$ cat config.mk
export PLATFORM = sky130hd
export DESIGN_NAME = nibble_debias_extractor
export DESIGN_NICKNAME = d
export VERILOG_FILES = /design/src/hdl/nde_pkg.sv /design/src/hdl/nde_accum.sv /design/src/hdl/nibble_debias_extractor.sv
export SDC_FILE = /design/constraint.sdc
export NUM_CORES = 1
export LEC_CHECK = 0
export BUFFER_PORTS_ARGS = -buffer_cell sky130_fd_sc_hd__clkbuf_2
export CAP_MARGIN = 10
export CORE_ASPECT_RATIO = 0.5
export CORE_MARGIN = 2
export CORE_UTILIZATION = 47
export CTS_CLUSTER_SIZE = 10
export DETAILED_ROUTE_END_ITERATION = 12
export PLACE_DENSITY = 0.66
export SKIP_CTS_REPAIR_TIMING = 1
export SLEW_MARGIN = 20
export SYNTH_ARGS = -nofsm -noshare
export SYNTH_HDL_FRONTEND = slang
export SYNTH_SLANG_ARGS = --single-unit
$ cat constraint.sdc
create_clock -name i_clk -period 6.4 [get_ports i_clk]
set_input_delay 0.64 -clock i_clk [delete_from_list [all_inputs] [get_ports i_clk]]
set_output_delay 0.64 -clock i_clk [all_outputs]
set_load 0.02 [all_outputs]
$ cat src/hdl/nde_pkg.sv
// ============================================================================
// nde_pkg
// Shared types and the nibble table for the nibble debias extractor.
// ============================================================================
package nde_pkg;

    localparam int unsigned ByteWidth   = 8;
    localparam int unsigned NibbleWidth = 4;
    localparam int unsigned CountWidth  = 4;

    // Bits that one nibble contributes. bits[0] is appended first.
    typedef struct packed {
        logic [1:0] count;
        logic [1:0] bits;
    } t_nib_bits;

    // Result of handling one raw byte.
    typedef struct packed {
        logic                 emit;
        logic [ByteWidth-1:0] data;
    } t_acc_result;

    // Improved von Neumann table: a nibble is read as two bit pairs.
    function automatic t_nib_bits nibble_map(input logic [NibbleWidth-1:0] nib);
        t_nib_bits r;
        r = '{count: 2'd0, bits: 2'b00};
        case (nib) inside
            4'd3:               r = '{count: 2'd1, bits: 2'b00};
            4'd12:              r = '{count: 2'd1, bits: 2'b01};
            4'd1, 4'd5, 4'd13:  r = '{count: 2'd2, bits: 2'b00};
            4'd4, 4'd6, 4'd7:   r = '{count: 2'd2, bits: 2'b10};
            4'd2, 4'd9, 4'd14:  r = '{count: 2'd2, bits: 2'b01};
            4'd8, 4'd10, 4'd11: r = '{count: 2'd2, bits: 2'b11};
            default:            r = '{count: 2'd0, bits: 2'b00};
        endcase
        return r;
    endfunction

endpackage

$ cat src/hdl/nde_accum.sv
// ============================================================================
// nde_accum
// Bit accumulator: appends the bits of both nibbles of a byte and reports a
// completed byte.
// ============================================================================
module nde_accum (
    input  logic                            i_clk,
    input  logic                            i_rst_n,
    input  logic                            i_en,
    input  logic [nde_pkg::ByteWidth-1:0]   i_byte,
    input  logic                            i_last,
    output nde_pkg::t_acc_result            o_result
);

    logic [nde_pkg::CountWidth-1:0] r_bit_count;
    logic [nde_pkg::CountWidth-1:0] n_bit_count;
    logic [nde_pkg::ByteWidth-1:0]  r_partial;
    logic [nde_pkg::ByteWidth-1:0]  n_partial;

    always_comb begin
        logic [nde_pkg::CountWidth-1:0] cnt;
        logic [nde_pkg::ByteWidth-1:0]  part;
        nde_pkg::t_nib_bits             nb;
        cnt      = r_bit_count;
        part     = r_partial;
        o_result = '{emit: 1'b0, data: '0};
        for (int k = 0; k < 2; k++) begin
            nb = nde_pkg::nibble_map(i_byte[k*nde_pkg::NibbleWidth +: nde_pkg::NibbleWidth]);
            for (int i = 0; i < 2; i++) begin
                // A bit that would land past the top position is dropped.
                if ((2'(i) < nb.count) && !cnt[nde_pkg::CountWidth-1]) begin
                    if (nb.bits[i]) begin
                        part[cnt[nde_pkg::CountWidth-2:0]] = 1'b1;
                    end
                    cnt = cnt + 1'b1;
                end
            end
            if (cnt[nde_pkg::CountWidth-1]) begin
                o_result = '{emit: 1'b1, data: part};
                cnt      = '0;
                part     = '0;
            end
        end
        if (i_last) begin
            cnt  = '0;
            part = '0;
        end
        n_bit_count = cnt;
        n_partial   = part;
    end

    always_ff @(posedge i_clk) begin
        if (!i_rst_n) begin
            r_bit_count <= '0;
            r_partial   <= '0;
        end else if (i_en) begin
            r_bit_count <= n_bit_count;
            r_partial   <= n_partial;
        end
    end

endmodule

$ cat src/hdl/nibble_debias_extractor.sv
// ============================================================================
// nibble_debias_extractor
// Improved von Neumann debiaser that turns raw entropy bytes into unbiased
// output bytes.
// ============================================================================
// Each raw byte is split into its low and then its high nibble, and every
// nibble yields zero, one or two unbiased bits, packed least significant bit
// first into a partial byte. A full byte is sent out on the master side; a
// bit that would fall past bit 7 is dropped. A slave transaction with tlast
// set marks the end of a block, and any partial byte left after it is
// discarded. The block takes one raw byte per clock cycle unless back pressure
// stalls it: a transaction is registered at the input, handled by the
// combinational accumulator, and the result byte sits in an output register
// from which it is sent as a master transaction. Back pressure on the master side stalls the
// input only when both registers are holding data.
module nibble_debias_extractor (
    input  logic                          i_clk,
    input  logic                          i_rst_n,
    input  logic                          s_axis_tvalid,
    output logic                          s_axis_tready,
    input  logic [nde_pkg::ByteWidth-1:0] s_axis_tdata,   // [7:0] raw_byte
    input  logic                          s_axis_tlast,   // block_end
    output logic                          m_axis_tvalid,
    input  logic                          m_axis_tready,
    output logic [nde_pkg::ByteWidth-1:0] m_axis_tdata    // [7:0] random_byte
);

    // Input register.
    logic                          r_in_valid;
    logic [nde_pkg::ByteWidth-1:0] r_in_byte;
    logic                          r_in_last;

    // Output register.
    logic                          r_out_valid;
    logic [nde_pkg::ByteWidth-1:0] r_out_data;

    logic                 w_out_free;
    logic                 w_advance;
    nde_pkg::t_acc_result w_result;

    // The output register can take a new byte when it is empty or is being
    // drained in this cycle. The held input byte moves on whenever it can.
    assign w_out_free    = !r_out_valid || m_axis_tready;
    assign w_advance     = r_in_valid && w_out_free;
    assign s_axis_tready = !r_in_valid || w_out_free;

    always_ff @(posedge i_clk) begin
        if (!i_rst_n) begin
            r_in_valid <= 1'b0;
        end else if (s_axis_tready) begin
            r_in_valid <= s_axis_tvalid;
        end
    end

    always_ff @(posedge i_clk) begin
        if (s_axis_tvalid && s_axis_tready) begin
            r_in_byte <= s_axis_tdata;
            r_in_last <= s_axis_tlast;
        end
    end

    // The accumulator state changes only when the held byte is consumed.
    nde_accum u_accum (
        .i_clk    (i_clk),
        .i_rst_n  (i_rst_n),
        .i_en     (w_advance),
        .i_byte   (r_in_byte),
        .i_last   (r_in_last),
        .o_result (w_result)
    );

    always_ff @(posedge i_clk) begin
        if (!i_rst_n) begin
            r_out_valid <= 1'b0;
        end else if (w_out_free) begin
            r_out_valid <= w_advance && w_result.emit;
        end
    end

    always_ff @(posedge i_clk) begin
        if (w_advance && w_result.emit) begin
            r_out_data <= w_result.data;
        end
    end

    assign m_axis_tvalid = r_out_valid;
    assign m_axis_tdata  = r_out_data;

endmodule
Word-level counts from Yosys, hierarchy flattened
Cells that the tools add are included.

Bits in registers: 31. Bits in latches: 0. RAM bits: 0. Memory bits (read-only): 0. Input bits: 13. Output and inout port bits: 10. Logic and storage cells: 122. Memories kept: 0.

Add/sub/neg operators: 4. $mul: 0. Div/mod/pow operators: 0. Magnitude comparators: 12. Eq/ne operators: 28. Shift-type cells: 0. Multiplexer cells: 40. Bitwise operators: 4. Reductions and logical operators: 27.

Operator list (number): $mux W8 (11); $mux W4 (16); $eq A4 B4 Y1 const B (14); $eq A4 B3 Y1 const B (8); $or A8 B8 Y8 (4); $reduce_or A3 Y1 (8); $mux W9 (2); $eq A4 B2 Y1 const B (4); $lt A3 B4 Y1 const B (4); $add A4 B1 Y4 const B (3); $demux W1 S3 (4); $ge A3 B1 Y1 const B (4); $logic_and A1 B1 Y1 (11); $mux W3 (3); $eq A4 B1 Y1 const B (2); $lt A1 B2 Y1 const A (4); $logic_not A1 Y1 (5); $add A3 B1 Y4 const B (1); $mux W1 (4); $logic_or A1 B1 Y1 (2); $logic_not A1 Y1 const A (1).

Logic depth before layout (Yosys ltp)
Gate-level depths: netlist of run 1.

Depth after elaboration: 27. Mapped depth: 16. Depth with buffers taken out: 14.

Modules after synthesis
From an unflattened synthesis of run 1, not the netlist that was laid out.

Cells, all modules: 228. Area total of the unflattened synthesis: 2150.8 um^2.

By module, submodules not included: nde_accum (instances 1, cells an instance 198, area each 1527.7 um^2); nibble_debias_extractor (instances 1, cells an instance 30, area each 623.1 um^2).

Worst setup path after synthesis of run 1
OpenSTA, ideal clock, no wires.

Path type: register to register. Start: reg r_in_byte[1] (netlist name). End: reg r_out_data (netlist bit m_axis_tdata[0]) (enable). Setup time: 370 ps. Arrival time: 3069 ps. Required time: 6030 ps. Setup slack: 2961 ps. Cell stages (with the launch flop): 13. Path buffers: 2. Clock period less this slack: 3439 ps. Path through: edfxtp_1 > buf_6 > or4_4 > a21oi_1 > or2_2 > buf_4 > inv_1 > ha_1 > o21ai_1 > mux2i_2 > xor2_4 > a31oi_2 > nor2_1.

Word-level cells in the longest chain between the ends: 22. Elaborated cells between the ends (all ways): 42. Classes of those cells: 3 x add/sub; 2 x order compare; 14 x eq/ne; 13 x mux; 10 x reduce/logical.

Ends and longest elaborated chain: start, declared (RTL line nibble_debias_extractor.sv:30) `logic [nde_pkg::ByteWidth-1:0] r_in_byte;`; start signal, assigned (RTL line nibble_debias_extractor.sv:57) `r_in_byte <= s_axis_tdata;`; $eq A4 B4 Y1 (RTL line nde_accum.sv:28) `nb = nde_pkg::nibble_map(i_byte[k*nde_pkg::NibbleWidth +: nde_pkg::NibbleWidth]);`; $reduce_or A3 Y1 (RTL line nde_pkg.sv:27) `case (nib) inside`; $mux W4 (5 in a row) (RTL line nde_pkg.sv:27); $mux W4 (*) (RTL line nde_pkg.sv:27); parallel branches: the longest is 5 deep, another holds $add A4 B1 Y4; $mux W4 (*) (RTL line nde_accum.sv:31) `if ((2'(i) < nb.count) && !cnt[nde_pkg::CountWidth-1]) begin`; parallel branches: the longest is 6 deep, another holds $add A3 B1 Y4; $mux W9 (*) (RTL line nde_accum.sv:38) `if (cnt[nde_pkg::CountWidth-1]) begin`; $logic_and A1 B1 Y1 (*) (RTL line nibble_debias_extractor.sv:81) `if (w_advance && w_result.emit) begin`; end signal, assigned (RTL line nibble_debias_extractor.sv:82) `r_out_data <= w_result.data;`; end, declared (RTL line nibble_debias_extractor.sv:35) `logic [nde_pkg::ByteWidth-1:0] r_out_data;`.

Mark *: on every way between the ends. A chain may end at the register's enable or synchronous reset.

Worst setup path after layout of run 1
Start: reg r_in_byte[1] (netlist name). End: reg r_out_data (netlist bit m_axis_tdata[1]) (enable).

The elaborated chain is that of the path after synthesis.

==> out/results.ini, run 1 <==
[outcome]
status = finished, final reports clean

[worst_setup_path]
rrSetupSlack_ns = 2.57
crit_end = m_axis_tdata[1]
path_delay_family = simple AND/OR/NAND/NOR gates
worstSetupPathType = reg -> reg
critPathArrivalTime_ns = 3.75
reg2reg_to = m_axis_tdata[1]
path_buf_inv = 1
rr_startpoint = r_in_byte[1]
critPathLaunchType = flip-flop
max_stage_delay_ns = 0.60
r2r.worst_path.cells = 10
startpoint = r_in_byte[1]
cp.depth = 10
cp_data_required_time_ns = 6.31
cp_cell_sequence = or4_4 -> a21oi_1 -> or2_2 -> inv_1 -> ha_1 -> o21ai_1 -> mux2i_2 -> xor2_4 -> a31oi_2 -> nor2_1
cp_max_fo = 10
crit_slowest_cell = or4_4
crit_path_end_kind = flip-flop

[grt]
grt_pass1_vias = 1608
grt_util_all_layers_pct = 21.2
grt_max_degree = 17
overflow = 0
grt_pass1_wl_mm = 7.72
antenna_found_initial = 0

[die]
coreArea_um2 = 3960
std_cell_rows = 16
die_x_um = 95.8
start_util_pct = 50.0
pin_count = 23
die_y_um = 49.9
dieArea_um2 = 4780

[yosys]
synth_warnings = 0
syn_nets = 223
avgSynthCellArea_um2 = 9.57
yosysTopAreaCell = edfxtp_1
synth_area_leaders = edfxtp_1, dfxtp_1, nand2_1
async_reset_ff_share_pct = 0
synth-main-ff-cell = edfxtp_1
ys_seq_area_share_pct = 38.9
syn_area_um2 = 1980
synth_cells = 207
synth-seq-cells = 30
netlist.area_leader.share_pct = 25.8
synth_cell_type_count = 66
synth-edff-count = 17

[finish]
layout-drive-gt1-share_pct = 21.8
layout.nets = 244
final_util_pct = 55.5
fillers = 363
syn_to_final_growth_pct = 11.0
final_cells = 283
diodes = 0
final_cell_mix = nand2_1, clkbuf_2, edfxtp_1
fin_area_um2 = 2200
layout_commonest_cell = nand2_1

[power]
p_leak_uw = 0.000772
peakVddDrop_mv = 0.130
p_sw_uw = 153
p_clk_share_pct = 31.2
share_seq_of_total_power_pct = 44.6
combPwrFrac_pct = 24.2
p_int_uw = 345
p_sw_share_pct = 30.8
power-per-cell-area_nw_per_um2 = 226

[clocking]
cts_tree = built
cts_buffers = 5
clockBufferDepth = 2
cts_max_level = 2
clkTransAtPathRegs_ns = 0.07
clock_sinks = 30
clk_latency_ns = 0.28
root_buffer = clkbuf_8

[job]
drv_cap = 0

[drt]
viasPerCell = 5.97
drt_pass1_iterations = 4
drt_iter0_markers = 130
drt-wirelength-per-cell_um = 16.3
drc = 0
ant_nets = 0
via_count = 1689
postRouteWirelength_mm = 4.61

[placement]
portBuffers = 22
dp_hpwl_mm = 3.50
placedCellCount = 275
gp_congestion = 0.967
dp_slack_ns = 2.62
placed_area_um2 = 2110

[sta]
hold_violations = 0
fin_crit_sh_pct = 59.9
finClkSkew_ns = 0.00642
maxSlewViolCount = 0
finalCriticalPeriod_ns = 3.83
fin_setup_tns_ns = 0
rsz0062_at_grt = false
setup_viol = 0
slew_headroom_pct = 43.6
tightest_slew_ns = 0.839
setup_slack_ns = 2.57
timing.fmax_mhz = 261

[min_path]
hp-class = reg -> reg

Yosys cell counts (2+ instances only):
library cell and instances:
a2bb2oi_1 6, and2_1 3, a21o_1 2, nor3_1 3
a21oi_1 8, o21ai_1 10, buf_6 2, inv_1 7
edfxtp_1 17, ha_1 3, xor2_1 4, a21boi_0 2
clkbuf_1 4, nand3_1 6, buf_4 2, nand3b_1 2
a221oi_1 6, o21ai_0 2, nand4_1 4, nand2b_1 3
xnor2_1 3, o22ai_1 4, a31oi_1 4, o21a_1 2
nand2_1 26, nand4_2 2, o31ai_2 2, nor2_1 16
dfxtp_1 13, o31ai_1 3
power groups by stage:
stage / clock (uW) / sequential (uW) / combinational, uW
finish: 156 / 222 / 120
global route: 168 / 224 / 133
CTS: 158 / 222 / 118
detailed placement: 0 / 226 / 117
global placement: 0 / 226 / 117
floorplan: 0 / 223 / 95.1
routing by layer:
metal | global-route usage (%) | up-vias | share of wire [%]
met5 | 0 | - | 0
met4 | 1.90 | 0 | 0.087
met3 | 6.88 | 2 | 8.9
met2 | 32.4 | 74 | 43
met1 | 30.3 | 785 | 48
li1 | - | 828 | -
state kept, by name (all words and copies together) (netlist names):
| name | flops |
|---|---|
| m_axis_tdata | 8 |
| r_in_last | 1 |
| r_in_byte | 8 |
| u_accum.r_partial | 8 |
| r_in_valid | 1 |
| u_accum.r_bit_count | 3 |
| m_axis_tvalid | 1 |
layout make-up:
| cell class | instances | area (um2) | share of cell area (%) |
|---|---|---|---|
| Timing Repair Buffer | 23 | 118 | 5.34 |
| Sequential cell | 30 | 771 | 35.0 |
| Tap cell | 54 | 67.6 | 3.07 |
| Clock inverter | 1 | 5.00 | 0.227 |
| Multi-Input combinational cell | 161 | 1130 | 51.2 |
| Inverter | 7 | 26.3 | 1.19 |
| Clock buffer | 7 | 86.3 | 3.92 |
stage by stage:
stage / power, uW / hold WS [ns]
final: 498 / 0.469
after global routing: 525 / 0.493
after CTS: 498 / 0.460
after detailed placement: 344 / 0.445
after global placement: 343 / 0.447
after floorplan: 318 / 0.424
kinds of logic (layout without fill, tap and decap cells):
group,after synthesis,in the layout,synth area share [%]
buf+inv,16,38,4.23
xor+xnor,9,9,5.30
flops,30,30,38.9
mux,3,3,1.77
simple gates,78,78,20.6
compound gates,68,68,27.3
fa+ha+maj,3,3,1.89
worst min path at each step:
stage,from,depth (start not counted),slack [ns],to
final,u_accum.r_partial[2],2,0.47,u_accum.r_partial[2]
after floorplan,u_accum.r_partial[2],2,0.42,u_accum.r_partial[2]
after global routing,u_accum.r_partial[1],2,0.49,u_accum.r_partial[1]
after CTS,u_accum.r_partial[2],2,0.46,u_accum.r_partial[2]
after detailed placement,u_accum.r_partial[2],2,0.44,u_accum.r_partial[2]
after global placement,u_accum.r_partial[2],2,0.45,u_accum.r_partial[2]
worst register-to-register path, stage by stage, from the launching register on:
cell and delay [ns]:
edfxtp_1 0.51, or4_4 0.60, a21oi_1 0.20, or2_2 0.26, inv_1 0.13, ha_1 0.19, o21ai_1 0.11, mux2i_2 0.39
xor2_4 0.32, a31oi_2 0.20, nor2_1 0.56
Note: power is estimated with default switching activity, not from simulation.
==> run 2, diff against run 1 <==
- clock period: 6.4 -> 3.6 ns (I/O delays scaled with it)
==> out/results.ini, run 2 (same netlist as run 1, synthesis figures left out) <==
[die]
pin_count = 23  ; unchanged
coreArea_um2 = 3960  ; unchanged
die_y_um = 49.9  ; unchanged
start_util_pct = 50.0  ; unchanged
std_cell_rows = 16  ; unchanged
die_x_um = 95.8  ; unchanged
dieArea_um2 = 4780  ; unchanged

[clocking]
cts_max_level = 2  ; unchanged
clkTransAtPathRegs_ns = 0.06  ; was 0.07 ns
cts_tree = built  ; unchanged
cts_buffers = 5  ; unchanged
clockBufferDepth = 2  ; unchanged
clk_latency_ns = 0.28  ; about the same
root_buffer = clkbuf_8  ; unchanged
clock_sinks = 30  ; unchanged

[drt]
viasPerCell = 5.98  ; was 5.97
drt-wirelength-per-cell_um = 16.2  ; was 16.3 um
ant_nets = 0  ; unchanged
postRouteWirelength_mm = 4.75  ; was 4.61 mm
via_count = 1757  ; was 1689
drt_pass1_iterations = 5  ; was 4
drc = 0  ; unchanged
drt_iter0_markers = 185  ; was 130

[finish]
diodes = 0  ; unchanged
layout_commonest_cell = nand2_1  ; unchanged
layout-drive-gt1-share_pct = 25.0  ; was 21.8%
final_util_pct = 57.6  ; was 55.5%
fillers = 342  ; was 363
fin_area_um2 = 2280  ; was 2200 um2
final_cell_mix = nand2_1, clkbuf_2, edfxtp_1  ; unchanged
syn_to_final_growth_pct = 15.2  ; was 11.0%
layout.nets = 255  ; was 244

[placement]
placed_area_um2 = 2180  ; was 2110 um2
portBuffers = 22  ; unchanged
dp_hpwl_mm = 3.67  ; was 3.50 mm
gp_congestion = 0.902  ; was 0.967

[worst_setup_path]
cp_max_fo = 10  ; unchanged
worstSetupPathType = reg -> reg  ; unchanged
cp_data_required_time_ns = 3.59  ; was 6.31 ns
rr_startpoint = r_in_byte[3]  ; was r_in_byte[1]
critPathLaunchType = flip-flop  ; unchanged
critPathArrivalTime_ns = 3.42  ; was 3.75 ns
crit_path_end_kind = flip-flop  ; unchanged
startpoint = r_in_byte[3]  ; was r_in_byte[1]

[job]
drv_cap = 0  ; unchanged

[grt]
overflow = 0  ; unchanged
grt_pass1_wl_mm = 7.78  ; was 7.72 mm
grt_max_degree = 16  ; was 17
antenna_found_initial = 0  ; unchanged
grt_util_all_layers_pct = 21.5  ; was 21.2%
grt_pass1_vias = 1588  ; was 1608

[sta]
finClkSkew_ns = 0.00661  ; was 0.00642 ns
fin_crit_sh_pct = 95.3  ; was 59.9%
maxSlewViolCount = 0  ; unchanged
tightest_slew_ns = 0.595  ; was 0.839 ns
holdWs_ns = 0.260  ; was 0.469 ns
setup_viol = 0  ; unchanged
fin_setup_tns_ns = 0  ; unchanged
timing.fmax_mhz = 291  ; was 261 MHz
finalCriticalPeriod_ns = 3.43  ; was 3.83 ns
slew_headroom_pct = 60.0  ; was 43.6%
hold_violations = 0  ; unchanged

[power]
p_total_uw = 894  ; was 498 uW
p_leak_uw = 0.000824  ; was 0.000772 uW
power-per-cell-area_nw_per_um2 = 392  ; was 226 nW/um2
peakVddDrop_mv = 0.243  ; was 0.130 mV

[min_path]
hp-start = s_axis_tlast  ; was u_accum.r_partial[2]
hp-class = in -> reg  ; was reg -> reg

[outcome]
status = finished, final reports clean  ; unchanged

run 2: cell count changes in the layout (fill, tap and decap cells not counted):
cell,delta
buf_4,+11
clkinv_2,-1
clkbuf_1,-1
clkinv_1,+2
run 2: routing by layer:
layer	vias to the layer above	track usage, %	share of wire, %	wire, um
li1	857	-	-	-
met1	813	32.4	49	2310
met2	81	31.7	43	2030
met3	6	5.96	8.1	385
met4	0	2.14	0.59	28
met5	-	0	0	0
run 2: through the flow:
| stage | setup WS, ns | cells |
|---|---|---|
| after floorplan | 0.161 | 207 |
| after global placement | 0.313 | 285 |
| after detailed placement | 0.225 | 285 |
| after CTS | 0.185 | 293 |
| after global routing | -0.0177 | 294 |
| final | 0.168 | 294 |
run 2: final cells by class:
class / count / area [um2] / share of cell area [%]
well taps: 54 / 67.6 / 2.96
clock buffers: 6 / 82.6 / 3.62
inverters: 7 / 26.3 / 1.15
clock inverters: 2 / 7.51 / 0.329
repair buffers: 34 / 200 / 8.77
flip-flops and latches: 30 / 771 / 33.8
multi-input cells: 161 / 1130 / 49.4
run 2: final timing paths:
kind                     endpoint  slack [ns]  depth (start not counted)
max               m_axis_tdata[7]        0.17                         11
min                     r_in_last        0.26                          1
max reg2reg       m_axis_tdata[7]        0.17                         11
min reg2reg  u_accum.r_partial[2]        0.46                          2
run 2: critical path: stages, from the launching register on:
cell and delay [ns]:
edfxtp_1 0.52, or4_4 0.49, a21oi_1 0.20, or2_2 0.15
inv_1 0.08, ha_1 0.19, o21ai_1 0.12, mux2i_2 0.39
xor2_4 0.20, and2_1 0.21, a221oi_1 0.43, o22ai_1 0.16
run 2: report_power, final:
| group | leakage [uW] | internal, uW | switching (uW) |
|---|---|---|---|
| logic | 0.000522 | 92.4 | 143 |
| registers | 0.000256 | 377 | 11.6 |
| clock network | 0.0000463 | 150 | 120 |
| total | 0.000824 | 619 | 275 |
